[config.mk]
export PLATFORM = sky130hd
export DESIGN_NAME = rab_lane
export DESIGN_NICKNAME = d
export VERILOG_FILES = /design/src/hw/rtl/rab_lane.sv
export SDC_FILE = /design/constraint.sdc
export NUM_CORES = 1
export LEC_CHECK = 0
export BUFFER_PORTS_ARGS = -buffer_cell sky130_fd_sc_hd__buf_2
export CORE_ASPECT_RATIO = 0.75
export CORE_MARGIN = 8
export CORE_UTILIZATION = 35
export DETAILED_ROUTE_END_ITERATION = 10
export MAX_ROUTING_LAYER = met4
export PLACE_DENSITY = 0.63
export SLEW_MARGIN = 10
export SYNTH_ARGS = -nofsm -noshare
export SYNTH_HDL_FRONTEND = slang
export SYNTH_SLANG_ARGS = --single-unit
[constraint.sdc]
create_clock -name vclk -period 4.35
set_input_delay 0.6525 -clock vclk [all_inputs]
set_output_delay 0.6525 -clock vclk [all_outputs]
set_load 0.02 [all_outputs]
[src/hw/rtl/rab_lane.sv]
// rab_lane: one element lane, passes the loaded value or adds the residual
// standalone; instantiated once per lane by residual_add_buffer
module rab_lane #(
   parameter int ELEM_WIDTH = 16
) (
   input  logic                  loading,
   input  logic [ELEM_WIDTH-1:0] stored,
   input  logic [ELEM_WIDTH-1:0] din,
   output logic [ELEM_WIDTH-1:0] result
);

   // sum wraps at the element width
   assign result = loading ? din : ELEM_WIDTH'(stored + din);

endmodule

==> flow_summary.yaml <==
layout:
  antenna_cells: 0
  final_util: 0.4616
  drive_gt1_frac: 0.3218
  nets: 225
  seq_cell_count: 0
  syn2layout_area_growth_pct: 29.56
  seqCellArea_um2: 0
  fin_area_mm2: 0.001174
  fin_cells: 210
  n_clock_buffer: 0
power:
  p_leak_nw: 0.6136
  power_frac_seq: 0
  p_comb_frac: 1.000
  swShare: 0.5807
  p_switching_mw: 0.1097
  p_int_mw: 0.07924
  power_mw: 0.1890
  p_clk_frac: 0
  vdd_drop_max_v: 0.00005777
  powerDensity_mw_per_mm2: 161.0
worst_setup_path:
  cp-start-kind: "input pin"
  arrival_ns: 2.79
  worstPathRequired_ns: 3.70
  crit_chain: "buf_2 > ha_1 > fa_1 > a21o_1 > a221oi_2 > o21bai_1 > a31oi_1 > xor2_1 > o21ai_0 > buf_2"
  crit_path_end_kind: "output port"
  crit_buf_inv: 2
  worst_path_most_repeated_cell: "buf_2"
  crit_family: "compound AO/OA/AOI/OAI gates"
  critical_path.max_stage_delay_ns: 0.40
  crit_fanout: 4
  crit_slowest_cell: "fa_1"
  path_class: "input pin to output port"
global_route:
  overflow: 0
  grt_pass1_wl_um: 4526
  antenna_found_initial: 0
  grt_pass1_vias: 1103
  grt_max_degree: 33
  track_usage: 0.1212
timing:
  fin_crit_sh: 0.7912
  hold_viol_final: 0
  holdWs_ns: 1.647
  worst_slew_pin_slew_ns: 0.4742
  setup_violations: 0
  fin_crit_ns: 3.442
  fmax_ghz: 0.2905
  relSlewSlack: 0.6839
  tns_ns: 0
  rsz0062_at_grt: "no"
  worst_slack_ns: 0.9082
  drv_slew: 0
detailed_routing:
  wl_um: 2613
  ant_nets: 0
  vias: 1111
  dr.pass1.iters: 4
  wire_per_inst_um: 12.44
  drt_drc_violations_left: 0
  routed_via_density: 5.290
  drtIter0Drc: 23
floorplan:
  die_h_um: 60.06
  core_mm2: 0.002542
  rows: 16
  die_w_um: 74.75
  dieArea_mm2: 0.004489
  start_util: 0.3563
  io_pins: 49
logic_synthesis:
  yosys-top-cells-area: "ha_1 (21%), nand2_1 (8.7%), o21ai_0 (8.3%)"
  synthAdderAreaFrac: 0.2293
  synth-compound-area-share: 0.3522
  synth_fp_nets: 178
  synth_top_area_share: 0.2072
  synth_top_area_cell: "ha_1"
  synth_top_family_by_area: "compound AO/OA/AOI/OAI gates"
  syn_avg_cell_area_um2: 7.022
  ys_types: 35
  synthXorXnorAreaFrac: 0.1257
  synth_mux_area_frac: 0.03591
  yosys_warnings: 0
  syn_area_um2: 905.9
  synth-simple-area-share: 0.2238
  yosysSeqAreaShare: 0
  syn_inst: 129
place:
  hpwl_um: 2307
  portBuffers: 49
  place_area_mm2: 0.001174
  place_ws_ns: 0.9005
  dp.cells: 210
  gp_congestion: 0.7886
run:
  cap_violations: 0
clock_network:
  cts_resized: 0
  post_cts_buffers: 0
  hold_buffers: 0
run_status:
  status: "completed"
min_path:
  min_path_type: "input pin to output port"
[power by group through the flow]
| stage | clock, mW | sequential (mW) | combinational, mW |
|---|---|---|---|
| after floorplan | 0 | 0 | 0.135 |
| after global placement | 0 | 0 | 0.187 |
| after detailed placement | 0 | 0 | 0.190 |
| after CTS | 0 | 0 | 0.191 |
| after global routing | 0 | 0 | 0.211 |
| final | 0 | 0 | 0.189 |
[layout make-up]
class                      instances  area [um^2]
fill                             290         1369
inverter                           2        7.507
multi-input combinational        123        875.8
tap                               36        45.04
timing repair buffer              49        245.2
[tightest hold or removal path, cell delays in order]
cell	delay, ns
buf_2	0.09
nand2_1	0.04
o21ai_0	0.05
buf_2	0.16
[routing by layer]
layer  global-route usage  vias up  share of wire
li1                     -      578              -
met1               0.1523      506           0.47
met2               0.2131       27           0.46
met3              0.01508        0          0.065
met4                    0        0              0
met5                    -        -              0
[kinds of logic (layout without fill, tap and decap cells)]
logic type,after synthesis,after routing
compound gates,48,48
xor+xnor,13,13
fa+ha+maj,16,16
buf+inv,6,51
mux,3,3
simple gates,43,43
[cells in the mapped netlist]
library cell / instances
nand2_1: 21
ha_1: 15
o21ai_0: 15
a21oi_1: 9
xor2_1: 8
a21o_1: 6
nor2_1: 6
xnor2_1: 5
a31oi_1: 4
and3_1: 4
nand3_1: 4
clkbuf_1: 3
a21oi_2: 2
a221oi_2: 2
inv_1: 2
mux2_2: 2
nor3b_1: 2
o211ai_1: 2
a2111o_1: 1
a211oi_1: 1
a221o_1: 1
a2bb2oi_1: 1
a32o_1: 1
and2_1: 1
and3_2: 1
buf_6: 1
fa_1: 1
mux2i_1: 1
nand2b_1: 1
nand3b_1: 1
nor3_1: 1
nor4b_1: 1
o21ai_1: 1
o21bai_1: 1
o22ai_1: 1
[cell usage in the layout (no fill, tap or decap)]
| cell type | n |
|---|---|
| xor2_1 | 8 |
| nor4b_1 | 1 |
| o21ai_1 | 1 |
| a211oi_1 | 1 |
| mux2i_1 | 1 |
| and3_1 | 4 |
| nor3_1 | 1 |
| and2_1 | 1 |
| nand2_1 | 21 |
| a31oi_1 | 4 |
| nand2b_1 | 1 |
| nor3b_1 | 2 |
| xnor2_1 | 5 |
| o22ai_1 | 1 |
| ha_1 | 15 |
| fa_1 | 1 |
| nand3b_1 | 1 |
| a2bb2oi_1 | 1 |
| nand3_1 | 4 |
| a21oi_1 | 9 |
| and3_2 | 1 |
| nor2_1 | 6 |
| o21bai_1 | 1 |
| o211ai_1 | 2 |
| a2111o_1 | 1 |
| a221oi_2 | 2 |
| buf_2 | 49 |
| a21oi_2 | 2 |
| a32o_1 | 1 |
| a21o_1 | 6 |
| inv_1 | 2 |
| mux2_2 | 2 |
| o21ai_0 | 15 |
| a221o_1 | 1 |
[path summary, 6_finish.rpt]
kind	slack, ns	endpoint	from	cells past startpoint
setup / recovery	0.91	result[10]	stored[0]	10
hold / removal	1.65	result[12]	din[12]	4
Power figures use the tool's default switching activity.
